**src/wpsd_pkg.sv**
```systemverilog
`timescale 1ns / 1ps
// Shared types, constants and the twiddle function of the Welch PSD estimator.
package wpsd_pkg;

    // Build-time segment length default
    localparam int SEG_LEN_DEF = 64;

    // Fixed field widths
    localparam int KIND_W     = 2;
    localparam int COEF_IDX_W = 6;
    localparam int COEF_W     = 16;
    localparam int SAMPLE_W   = 16;
    localparam int BIN_W      = 6;
    localparam int POWER_W    = 48;
    localparam int ACC_W      = 64;
    localparam int SEGCNT_W   = 24;
    localparam int SCALE_W    = 32;
    localparam int CFG_IDX_W  = 1;
    localparam int CFG_DATA_W = 32;

    // Internal arithmetic widths
    localparam int Y_W     = 27;  // windowed sample, Q.8
    localparam int COS_W   = 17;  // twiddle, Q1.15 with sign
    localparam int RI_W    = 29;  // rounded Re/Im, Q.4
    localparam int PH_W    = 6;   // twiddle table phase
    localparam int RI_SH   = 19;  // Re/Im rounding shift
    localparam int WIN_SH0 = 7;   // window shift on top of log2(SEG_LEN)

    // Item kinds
    typedef enum logic [KIND_W-1:0] {
        KIND_COEF   = 2'd0,
        KIND_SAMPLE = 2'd1,
        KIND_FINISH = 2'd2,
        KIND_NONE   = 2'd3
    } t_kind;

    // Configuration register indexes
    localparam logic [CFG_IDX_W-1:0] CFG_OVERLAP_HALF  = 1'd0;
    localparam logic [CFG_IDX_W-1:0] CFG_DENSITY_SCALE = 1'd1;

    localparam logic             RST_OVERLAP_HALF = 1'b1;
    localparam logic [SCALE_W-1:0] RST_DENSITY_SCALE = 32'd65536;

    // Controller states
    typedef enum logic [3:0] {
        ST_IDLE,
        ST_SUM,
        ST_SUM_LAST,
        ST_DFT,
        ST_DRAIN,
        ST_SQUARE,
        ST_ACC,
        ST_FIN_RD,
        ST_FIN_LD,
        ST_FIN_DIV,
        ST_FIN_MUL,
        ST_FIN_SCALE,
        ST_FIN_OUT
    } t_state;

    // First quarter of a 64-point cosine, Q1.15
    localparam logic signed [COS_W-1:0] QUARTER_COS [17] = '{
        17'sd32768, 17'sd32610, 17'sd32138, 17'sd31357, 17'sd30273, 17'sd28899,
        17'sd27246, 17'sd25330, 17'sd23170, 17'sd20788, 17'sd18205, 17'sd15447,
        17'sd12540, 17'sd9512,  17'sd6393,  17'sd3212,  17'sd0
    };

    // Full-period cosine from the quarter table
    function automatic logic signed [COS_W-1:0] cos64(input logic [PH_W-1:0] m);
        logic [4:0] idx;
        logic       neg;
        if (m <= 6'd16) begin
            idx = 5'(m);
            neg = 1'b0;
        end else if (m <= 6'd32) begin
            idx = 5'(6'd32 - m);
            neg = 1'b1;
        end else if (m <= 6'd48) begin
            idx = 5'(m - 6'd32);
            neg = 1'b1;
        end else begin
            idx = 5'(7'd64 - {1'b0, m});
            neg = 1'b0;
        end
        return neg ? -QUARTER_COS[idx] : QUARTER_COS[idx];
    endfunction

endpackage

```
**src/wpsd_div.sv**
```systemverilog
`timescale 1ns / 1ps
// Restoring divider, one quotient bit per cycle, for bin averaging.
module wpsd_div (
    input  logic                             i_clk,
    input  logic                             i_rst_n,
    input  logic                             i_start,
    input  logic [wpsd_pkg::ACC_W-1:0]       i_dividend,
    input  logic [wpsd_pkg::SEGCNT_W-1:0]    i_divisor,
    output logic                             o_done,
    output logic [wpsd_pkg::ACC_W-1:0]       o_quotient
);
    localparam int DW  = wpsd_pkg::ACC_W;
    localparam int VW  = wpsd_pkg::SEGCNT_W;
    localparam int CNW = $clog2(DW);

    logic            r_busy;
    logic            r_done;
    logic [CNW-1:0]  r_cnt;
    logic [DW-1:0]   r_quo;
    logic [VW-1:0]   r_rem;
    logic [VW-1:0]   r_den;
    logic [VW:0]     trial;
    logic            fits;

    // Trial subtract of the next partial remainder
    always_comb begin
        trial = {r_rem, r_quo[DW-1]};
        fits  = trial >= {1'b0, r_den};
    end

    // Control
    always_ff @(posedge i_clk) begin
        if (!i_rst_n) begin
            r_busy <= 1'b0;
            r_done <= 1'b0;
            r_cnt  <= '0;
        end else begin
            r_done <= 1'b0;
            if (i_start) begin
                r_busy <= 1'b1;
                r_cnt  <= '0;
            end else if (r_busy) begin
                r_cnt <= r_cnt + 1'b1;
                if (r_cnt == CNW'(DW - 1)) begin
                    r_busy <= 1'b0;
                    r_done <= 1'b1;
                end
            end
        end
    end

    // Datapath
    always_ff @(posedge i_clk) begin
        if (i_start) begin
            r_quo <= i_dividend;
            r_rem <= '0;
            r_den <= i_divisor;
        end else if (r_busy) begin
            r_rem <= fits ? VW'(trial - {1'b0, r_den}) : VW'(trial);
            r_quo <= {r_quo[DW-2:0], fits};
        end
    end

    assign o_done     = r_done;
    assign o_quotient = r_quo;

endmodule

```
**config.mk**
```make
export PLATFORM = sky130hd
export DESIGN_NAME = wpsd_div
export DESIGN_NICKNAME = d
export VERILOG_FILES = /design/src/wpsd_pkg.sv /design/src/wpsd_div.sv
export SDC_FILE = /design/constraint.sdc
export NUM_CORES = 1
export LEC_CHECK = 0
export BUFFER_PORTS_ARGS = -buffer_cell sky130_fd_sc_hd__buf_4
export CAP_MARGIN = 40
export CORE_MARGIN = 3
export CORE_UTILIZATION = 48
export DETAILED_ROUTE_END_ITERATION = 16
export GPL_TIMING_DRIVEN = 0
export PLACE_DENSITY_LB_ADDON = 0.1
export SLEW_MARGIN = 20
export SYNTH_ARGS = -nofsm -noshare
export SYNTH_HDL_FRONTEND = slang
export SYNTH_SLANG_ARGS = --single-unit
```
**constraint.sdc**
```tcl
create_clock -name i_clk -period 2.5 [get_ports i_clk]
set_input_delay 0.625 -clock i_clk [delete_from_list [all_inputs] [get_ports i_clk]]
set_output_delay 0.625 -clock i_clk [all_outputs]
set_load 0.02 [all_outputs]
```
======== Yosys cells after proc, flatten, opt, wreduce, memory -nomap -nowiden ========
Index checks and enable logic that the tools add are counted.
storage, ports and cells
  flip-flop bits (word level) ............. 120
  output and inout bits ................... 65
cells by class
  magnitude comparators ................... 1
  equal/unequal tests ..................... 1
  bitwise operators ....................... 2
  muxes and demuxes ....................... 7
  reduce and logical (&&, ||, !) cells .... 3
  $add $sub $neg .......................... 2
operators with widths
  kind                                          count
  two-way mux 64 bit                            2
  greater-or-equal comparator 25 x 24 -> 1 bit  1
  two-way mux 24 bit                            1
  subtractor 24 bit                             1
  adder 6 x 1 -> 6 bit, second input constant   1
  equality test 6 bit, second input constant    1
  two-way mux 1 bit                             4
  OR reduction 3 bit                            1
  inverter 1 bit                                2
  nonzero test 2 bit                            1
  OR reduction 2 bit                            1

======== Longest topological paths before layout ========
Gate-level depths: netlist of the first run.
  depth after elaboration ................. 4
  depth in mapped cells ................... 12
  gate-level depth less buffers ........... 12

======== Least setup slack after synthesis of the first run ========
No wires, ideal clock.
  path type ............................... input-to-reg
  from .................................... input i_start
  to ...................................... register r_quo[0], in the netlist o_quotient[0], enable pin
  path slack .............................. -166 ps
  required time ........................... 2,082 ps
  arrival ................................. 2,248 ps
  path buffers ............................ 1
  cell stages on the path ................. 3
  cell sequence ........................... clkbuf_1 -> nor2_1 -> inv_1
on the way
  cells in the longest elaborated chain, start to end .. 1
ends and longest elaborated chain
  element                              line            source
  start, declared                      wpsd_div.sv:6   input logic i_start,
  nonzero test 2 bit (no source line)  --
  end signal, assigned                 wpsd_div.sv:55  r_quo <= i_dividend;
  end signal, assigned                 wpsd_div.sv:60  r_quo <= {r_quo[DW-2:0], fits};
  end, declared                        wpsd_div.sv:19  logic [DW-1:0] r_quo;
Every way passes these cells.
A chain may end at the register's enable or synchronous reset.

======== Worst setup path after layout of the first run ========
  from .................................... register r_den[8]
  to ...................................... register r_rem[2]
on the way
  cells in the longest elaborated chain, start to end .. 2
ends and longest elaborated chain
  element                                       line            source
  start, declared                               wpsd_div.sv:21  logic [VW-1:0] r_den;
  start signal, assigned                        wpsd_div.sv:57  r_den <= i_divisor;
  greater-or-equal comparator 25 x 24 -> 1 bit  wpsd_div.sv:28  fits = trial >= {1'b0, r_den};
  two-way mux 24 bit                            wpsd_div.sv:59  r_rem <= fits ? VW'(trial - {1'b0, r_den}) : VW'(trial);
  end signal, assigned                          wpsd_div.sv:59
  end, declared                                 wpsd_div.sv:20  logic [VW-1:0] r_rem;
Every way passes these cells.

==> results.json, run 1 <==
{
  "grt_max_degree": 34,
  "hold_path_class": "input port to register",
  "cp_slowest_cell": "nor2_1",
  "grt_pass1_vias": 4852,
  "min_to": "r_den[21]",
  "synth_commonest_cells": "88 x edfxtp_1, 63 x mux2_2, 39 x nor2_1",
  "cts_num_sinks": 120,
  "yosysMostFrequentCell": "edfxtp_1",
  "cts_buffer_depth": 2,
  "post_cts_hold_buffer_count": 0,
  "coreArea_mm2": 0.0121,
  "worstSetupEndpointType": "register",
  "post-synth-top-area-fraction_pct": 44.1,
  "critPathBufInv": 3,
  "drc": 0,
  "rsz0062_at_grt": "yes",
  "ant_nets": 0,
  "area_growth_pct": 39.6,
  "clkTransAtPathRegs_ns": 0.06,
  "peakVddDrop_v": 0.000513,
  "crit_path_start_kind": "register",
  "fin_nets": 801,
  "syn-instance-count": 497,
  "hold_path_startpoint": "i_divisor[21]",
  "clock_latency_ns": 0.42,
  "worst-slew-pin-transition_ns": 0.633,
  "synth_edf_count": 88,
  "dr.pass1.iters": 4,
  "setup-violations-final": 0,
  "io_pins": 156,
  "route.vias.total": 4563,
  "ys.flop_type": "edfxtp_1",
  "wl_per_cell_um": 18.0,
  "drv_cap": 0,
  "first_iter_violations": 265,
  "wl_um": 15600,
  "synth_area_leaders": "edfxtp_1 44%, mux2_2 12%, dfxtp_1 11%",
  "start_util_pct": 49.5,
  "syn_avg_cell_area_um2": 12.1,
  "period_share_pct": 99.8,
  "cpPeakStageDelay_ns": 0.37,
  "synthesis.area_mm2": 0.00599,
  "maxSlewViolCount": 0,
  "crit-reg2reg-capture": "r_rem[2]",
  "clock_skew_ns": 0.00552,
  "gp_congestion": 0.883,
  "cts_tree": "done",
  "fmax_mhz": 401,
  "placed_cells": 821,
  "fp.dieH_um": 118,
  "path_delay_family": "compound AO/OA/AOI/OAI gates",
  "ff2ff_setup_slack_ns": 0.005,
  "grt.overflow.total": 0,
  "chipWidth_um": 118,
  "cpMostUsedCell": "buf_6",
  "clock-root-buffer": "clkbuf_16",
  "min_period_ns": 2.49,
  "arrival_ns": 2.78,
  "worstPathRequired_ns": 2.78,
  "path_class": "register to register",
  "grt_pass1_wl_um": 24300,
  "synth_nets": 614,
  "p_per_area_mw_per_mm2": 695,
  "relSlewSlack_pct": 57.8,
  "diodes": 0,
  "dieArea_mm2": 0.0139,
  "drive_gt1_share_pct": 45.6,
  "async_flop_share_pct": 0,
  "final_area_mm2": 0.00836,
  "synth_cell_types": 49,
  "total_power_w": 0.00581,
  "yosys_warnings": 0,
  "synth-seq-area-share_pct": 54.8,
  "finish.utilization_pct": 69.1,
  "hold_depth": 1,
  "status": "finished, final reports clean",
  "dpl_worst_slack_ns": -0.532,
  "place_area_mm2": 0.00739,
  "ys_ff_latch": 120,
  "layoutNonFillerInstCount": 865,
  "h-tree-depth": 4,
  "rr_worst_depth": 12,
  "avgViaCountPerCell": 5.28,
  "rr_startpoint": "r_den[8]",
  "power_leakage_nw": 3.51,
  "io_buffer_count": 155,
  "hpwl_um": 10500,
  "layout_setup_ws_ns": 0.00528,
  "rows": 40,
  "track_usage_pct": 22.2,
  "cts_inserted_buffers": 17,
  "antenna_found_initial": 0,
  "path_max_fanout": 6,
  "synth.largest_area_cell": "edfxtp_1",
  "finalHoldViolations": 0,
  "crit_chain": "inv_1, ha_1, nor2_1, o2111ai_2, a21oi_2, o211ai_2, a41oi_4, buf_6, buf_6, nor3_1, a21oi_1, a211oi_2"
}
-- cells by family (layout without fill, tap and decap cells) --
| family | Yosys count | in the layout | share of synthesized area [%] |
|---|---|---|---|
| AND/OR/NAND/NOR | 89 | 89 | 6.89 |
| buffers and inverters | 53 | 253 | 3.63 |
| adder cells (fa/ha/maj) | 26 | 26 | 5.56 |
| AO/OA/AOI/OAI | 116 | 116 | 12.7 |
| flip-flops | 120 | 120 | 54.8 |
| XOR/XNOR | 24 | 24 | 3.51 |
| multiplexers | 69 | 69 | 12.8 |
-- report_power, final --
| group | internal, W | leakage [nW] | switching, W |
|---|---|---|---|
| clock network | 0.00135 | 0.266 | 0.000892 |
| registers | 0.00234 | 1.14 | 0.0000924 |
| logic | 0.000542 | 2.11 | 0.000602 |
-- worst register-to-register path, cell delays in order (launching register included) --
cell       delay [ns]
edfxtp_1         0.32
inv_1            0.05
ha_1             0.24
nor2_1           0.37
o2111ai_2        0.23
a21oi_2          0.22
o211ai_2         0.12
a41oi_4          0.21
buf_6            0.16
buf_6            0.13
nor3_1           0.06
a21oi_1          0.17
a211oi_2         0.09
-- sequential cells by signal, indices dropped and copies added (netlist names) --
signal,count
r_den,24
r_rem,24
o_done,1
r_busy,1
r_cnt,6
o_quotient,64
-- cell usage in the layout, fill, tap and decap left out, drive strengths merged, types with 3 or more instances in the layout --
| cell type | netlist | final |
|---|---|---|
| buf | 6 | 176 |
| edfxtp | 88 | 88 |
| mux2 | 63 | 63 |
| nor2 | 39 | 39 |
| a21oi | 35 | 35 |
| dfxtp | 32 | 32 |
| inv | 32 | 32 |
| clkbuf | 14 | 29 |
| ha | 25 | 25 |
| o21ai | 21 | 21 |
| nand2 | 18 | 18 |
| a211oi | 14 | 14 |
| xor2 | 13 | 13 |
| a21o | 12 | 12 |
| clkinv | 1 | 12 |
| xnor2 | 11 | 11 |
| nor3 | 7 | 7 |
| a31oi | 7 | 7 |
| mux2i | 6 | 6 |
| and3 | 6 | 6 |
| a22oi | 5 | 5 |
| nand4 | 4 | 4 |
| nor2b | 4 | 4 |
| a41oi | 4 | 4 |
| clkinvlp | 0 | 3 |
| o21a | 3 | 3 |
| o211ai | 3 | 3 |
-- layer usage --
metal  global-route usage (%)  up-vias  routed length (µm)
li1                         -     2221                   -
met1                     25.2     2167                6170
met2                     37.0      153                7730
met3                     9.42       22                1400
met4                     9.01        0                 295
met5                        0        -                   0
-- per-stage QoR --
step,TNS (ns),hold slack (ns)
3_5_place_dp,-38.76,0.499
6_report,0,0.378
3_3_place_gp,-65.83,0.467
4_1_cts,-0.0112,0.363
5_1_grt,-1.41,0.360
2_1_floorplan,0,0.454
-- final cells by class --
cell class / instances / area (µm²)
inverters: 33 / 128
well taps: 168 / 210
plain buffers: 17 / 90.1
clock buffers: 18 / 429
clock inverters: 14 / 109
repair buffers: 170 / 1300
fillers: 902 / 3750
flip-flops and latches: 120 / 3280
multi-input cells: 324 / 2810
repair inverters: 1 / 7.51
-- repair_timing --
| item | 4_1_cts | 5_1_grt |
|---|---|---|
| pin swaps | 15 | 28 |
| gates cloned | 3 | 1 |
| endpoints found under the setup margin | 58 | 41 |
| resized for setup | 34 | 42 |
| setup buffers | 5 | 6 |
-- worst max path at each step --
stage | startpoint | to | slack, ns | cells past startpoint
6_report | r_den[8] | r_rem[2] | 0.005 | 12
4_1_cts | r_den[4] | r_rem[19] | -0.01 | 11
2_1_floorplan | o_quotient[63] | r_rem[14] | 0.02 | 12
5_1_grt | r_den[4] | r_rem[23] | -0.12 | 11
3_3_place_gp | i_start | o_quotient[50] | -0.92 | 4
3_5_place_dp | i_start | o_quotient[51] | -0.53 | 5
Note: power is estimated with default switching activity, not from simulation.
==> inputs of run 2 (changes only) <==
--- a/config.mk
+++ b/config.mk
@@ -5,8 +5,8 @@
 export SDC_FILE = /design/constraint.sdc
 export NUM_CORES = 1
 export LEC_CHECK = 0
-export BUFFER_PORTS_ARGS = -buffer_cell sky130_fd_sc_hd__buf_4
-export CAP_MARGIN = 40
+export BUFFER_PORTS_ARGS = -buffer_cell sky130_fd_sc_hd__buf_2
+export CAP_MARGIN = 20
 export CORE_MARGIN = 3
 export CORE_UTILIZATION = 48
 export DETAILED_ROUTE_END_ITERATION = 16
==> run 2 against run 1 <==
  * The run now ends with setup timing left
  * Global-route usage shrank 0.94 points
  * Via count up 2.0%
  * Largest power group unchanged
  * Clock skew up 0.00059 ns
  * Power up 1.0%
  * Flip-flop and latch count unchanged
  * Non-clock buffer count up 6
  * Clock-buffer cell count grew 1
  * Cell area shrank 4.0%
  * Worst setup slack lost 0.081 ns
==> results.json, run 2 (synthesized netlist as in run 1, its figures left out) <==
{
  "worst-slew-pin-transition_ns": 0.621,
  "clock_latency_ns": 0.41,
  "setup_tns_ns": -0.398,
  "period_share_pct": 103,
  "gp_congestion": 0.868,
  "grt_pass1_wl_um": 23300,
  "arrival_ns": 2.85,
  "critPathBufInv": 2,
  "wl_um": 14900,
  "start_util_pct": 49.5,
  "antenna_found_initial": 0,
  "rsz0062_at_grt": "yes",
  "status": "finished with violations",
  "cpPeakStageDelay_ns": 0.38,
  "diodes": 0,
  "hold_path_class": "input port to register",
  "relSlewSlack_pct": 58.6,
  "maxSlewViolCount": 0,
  "path_max_fanout": 5,
  "track_usage_pct": 21.3,
  "layout_setup_ws_ns": -0.0759,
  "clock_skew_ns": 0.00611,
  "power_leakage_nw": 3.41,
  "h-tree-depth": 4,
  "io_pins": 156,
  "fp.dieH_um": 118,
  "setup-violations-final": 8,
  "wl_per_cell_um": 17.1,
  "hpwl_um": 10100,
  "cts_inserted_buffers": 17,
  "crit_chain": "inv_2, ha_4, a21o_1, a31oi_2, o2111ai_2, a21oi_2, o211ai_2, a41oi_2, buf_6, mux2i_4, a211oi_1",
  "final_common_cell": "buf_2",
  "drive_gt1_share_pct": 45.3,
  "largest_reg_flops": 64,
  "nFillCells": 971,
  "clock-root-buffer": "clkbuf_16",
  "peakVddDrop_v": 0.000495,
  "grt_pass1_vias": 4768,
  "path_class": "register to register",
  "grt_max_degree": 37,
  "cts_num_sinks": 120,
  "drc": 0,
  "crit_path_start_kind": "register",
  "cts_buffer_depth": 2,
  "placed_cells": 821,
  "fmax_mhz": 388,
  "min_period_ns": 2.58,
  "grt.overflow.total": 0,
  "worstPathRequired_ns": 2.77,
  "worstSetupEndpointType": "register",
  "dpl_worst_slack_ns": -0.591,
  "avgViaCountPerCell": 5.34,
  "area_growth_pct": 34.1,
  "path_delay_family": "compound AO/OA/AOI/OAI gates",
  "cts_tree": "done",
  "dieArea_mm2": 0.0139,
  "fin_nets": 808,
  "first_iter_violations": 283,
  "rows": 40,
  "finalHoldViolations": 0,
  "drv_cap": 0,
  "coreArea_mm2": 0.0121,
  "ant_nets": 0,
  "clkTransAtPathRegs_ns": 0.06,
  "dr.pass1.iters": 5,
  "io_buffer_count": 155,
  "p_per_area_mw_per_mm2": 732,
  "layout_common_cells": "155 x buf_2, 88 x edfxtp_1, 63 x mux2_2, 37 x nor2_1, 31 x dfxtp_1",
  "route.vias.total": 4653,
  "cp_slowest_cell": "edfxtp_1",
  "chipWidth_um": 118,
  "layoutNonFillerInstCount": 872,
  "violations": "setup timing",
  "post_cts_hold_buffer_count": 0
}
==> run 2: cell types whose count changed in the layout (fill, tap and decap cells not counted), moves of 2 or more <==
cell and delta:
a21oi_2 +2, a21oi_4 -2, buf_2 +154, buf_4 -147, buf_6 -2, bufinv_16 +2, clkbuf_2 +2, clkinv_2 -2
ha_1 +2, o21ai_0 +3, o21ai_2 -2
==> run 2: per-layer routing <==
| metal | share of wire (%) | global-route usage [%] | routed length, µm | up-vias |
|---|---|---|---|---|
| li1 | - | - | - | 2243 |
| met1 | 40 | 24.2 | 5940 | 2241 |
| met2 | 50 | 35.6 | 7500 | 147 |
| met3 | 8.1 | 9.27 | 1210 | 22 |
| met4 | 1.8 | 7.47 | 264 | 0 |
| met5 | 0 | 0 | 0 | - |
==> run 2: through the flow <==
stage	hold WS, ns	utilization (%)	instance area (µm²)	power, W
4_1_cts	0.366	64.4	7800	0.00585
2_1_floorplan	0.454	-	6000	0.00304
3_5_place_dp	0.480	57.8	7000	0.00335
6_report	0.382	66.3	8030	0.00587
3_3_place_gp	0.468	57.6	6980	0.00333
5_1_grt	0.355	66.3	8030	0.00613
==> run 2: cell type report <==
type	instances	area, µm²	area share, %
Clock buffer	19	433	5.39
Timing Repair Buffer	174	935	11.6
Inverter	33	128	1.59
Tap cell	168	210	2.62
Clock inverter	13	154	1.92
Multi-Input combinational cell	325	2780	34.6
Buffer	19	96.3	1.20
Timing Repair inverter	1	7.51	0.0935
Sequential cell	120	3280	40.9
==> run 2: where the power goes <==
part | switching (W) | leakage, nW | internal, W
clock | 0.000856 | 0.282 | 0.00156
combinational | 0.000590 | 1.98 | 0.000449
sequential | 0.0000857 | 1.14 | 0.00234
total | 0.00153 | 3.41 | 0.00434
==> run 2: worst paths after layout <==
kind / depth (start not counted) / startpoint / end / slack (ns)
max: 11 / r_den[4] / r_rem[10] / -0.08
min: 1 / i_divisor[0] / r_den[0] / 0.38
max reg2reg: 11 / r_den[4] / r_rem[10] / -0.08
min reg2reg: 2 / r_cnt[5] / r_cnt[5] / 0.49
==> run 2: repair_timing <==
item / 4_1_cts / 5_1_grt
pin swaps: 15 / 12
buffers inserted: 6 / 9
gates cloned: 5 / 0
gates resized for setup: 33 / 33
endpoints found under the setup margin: 61 / 75
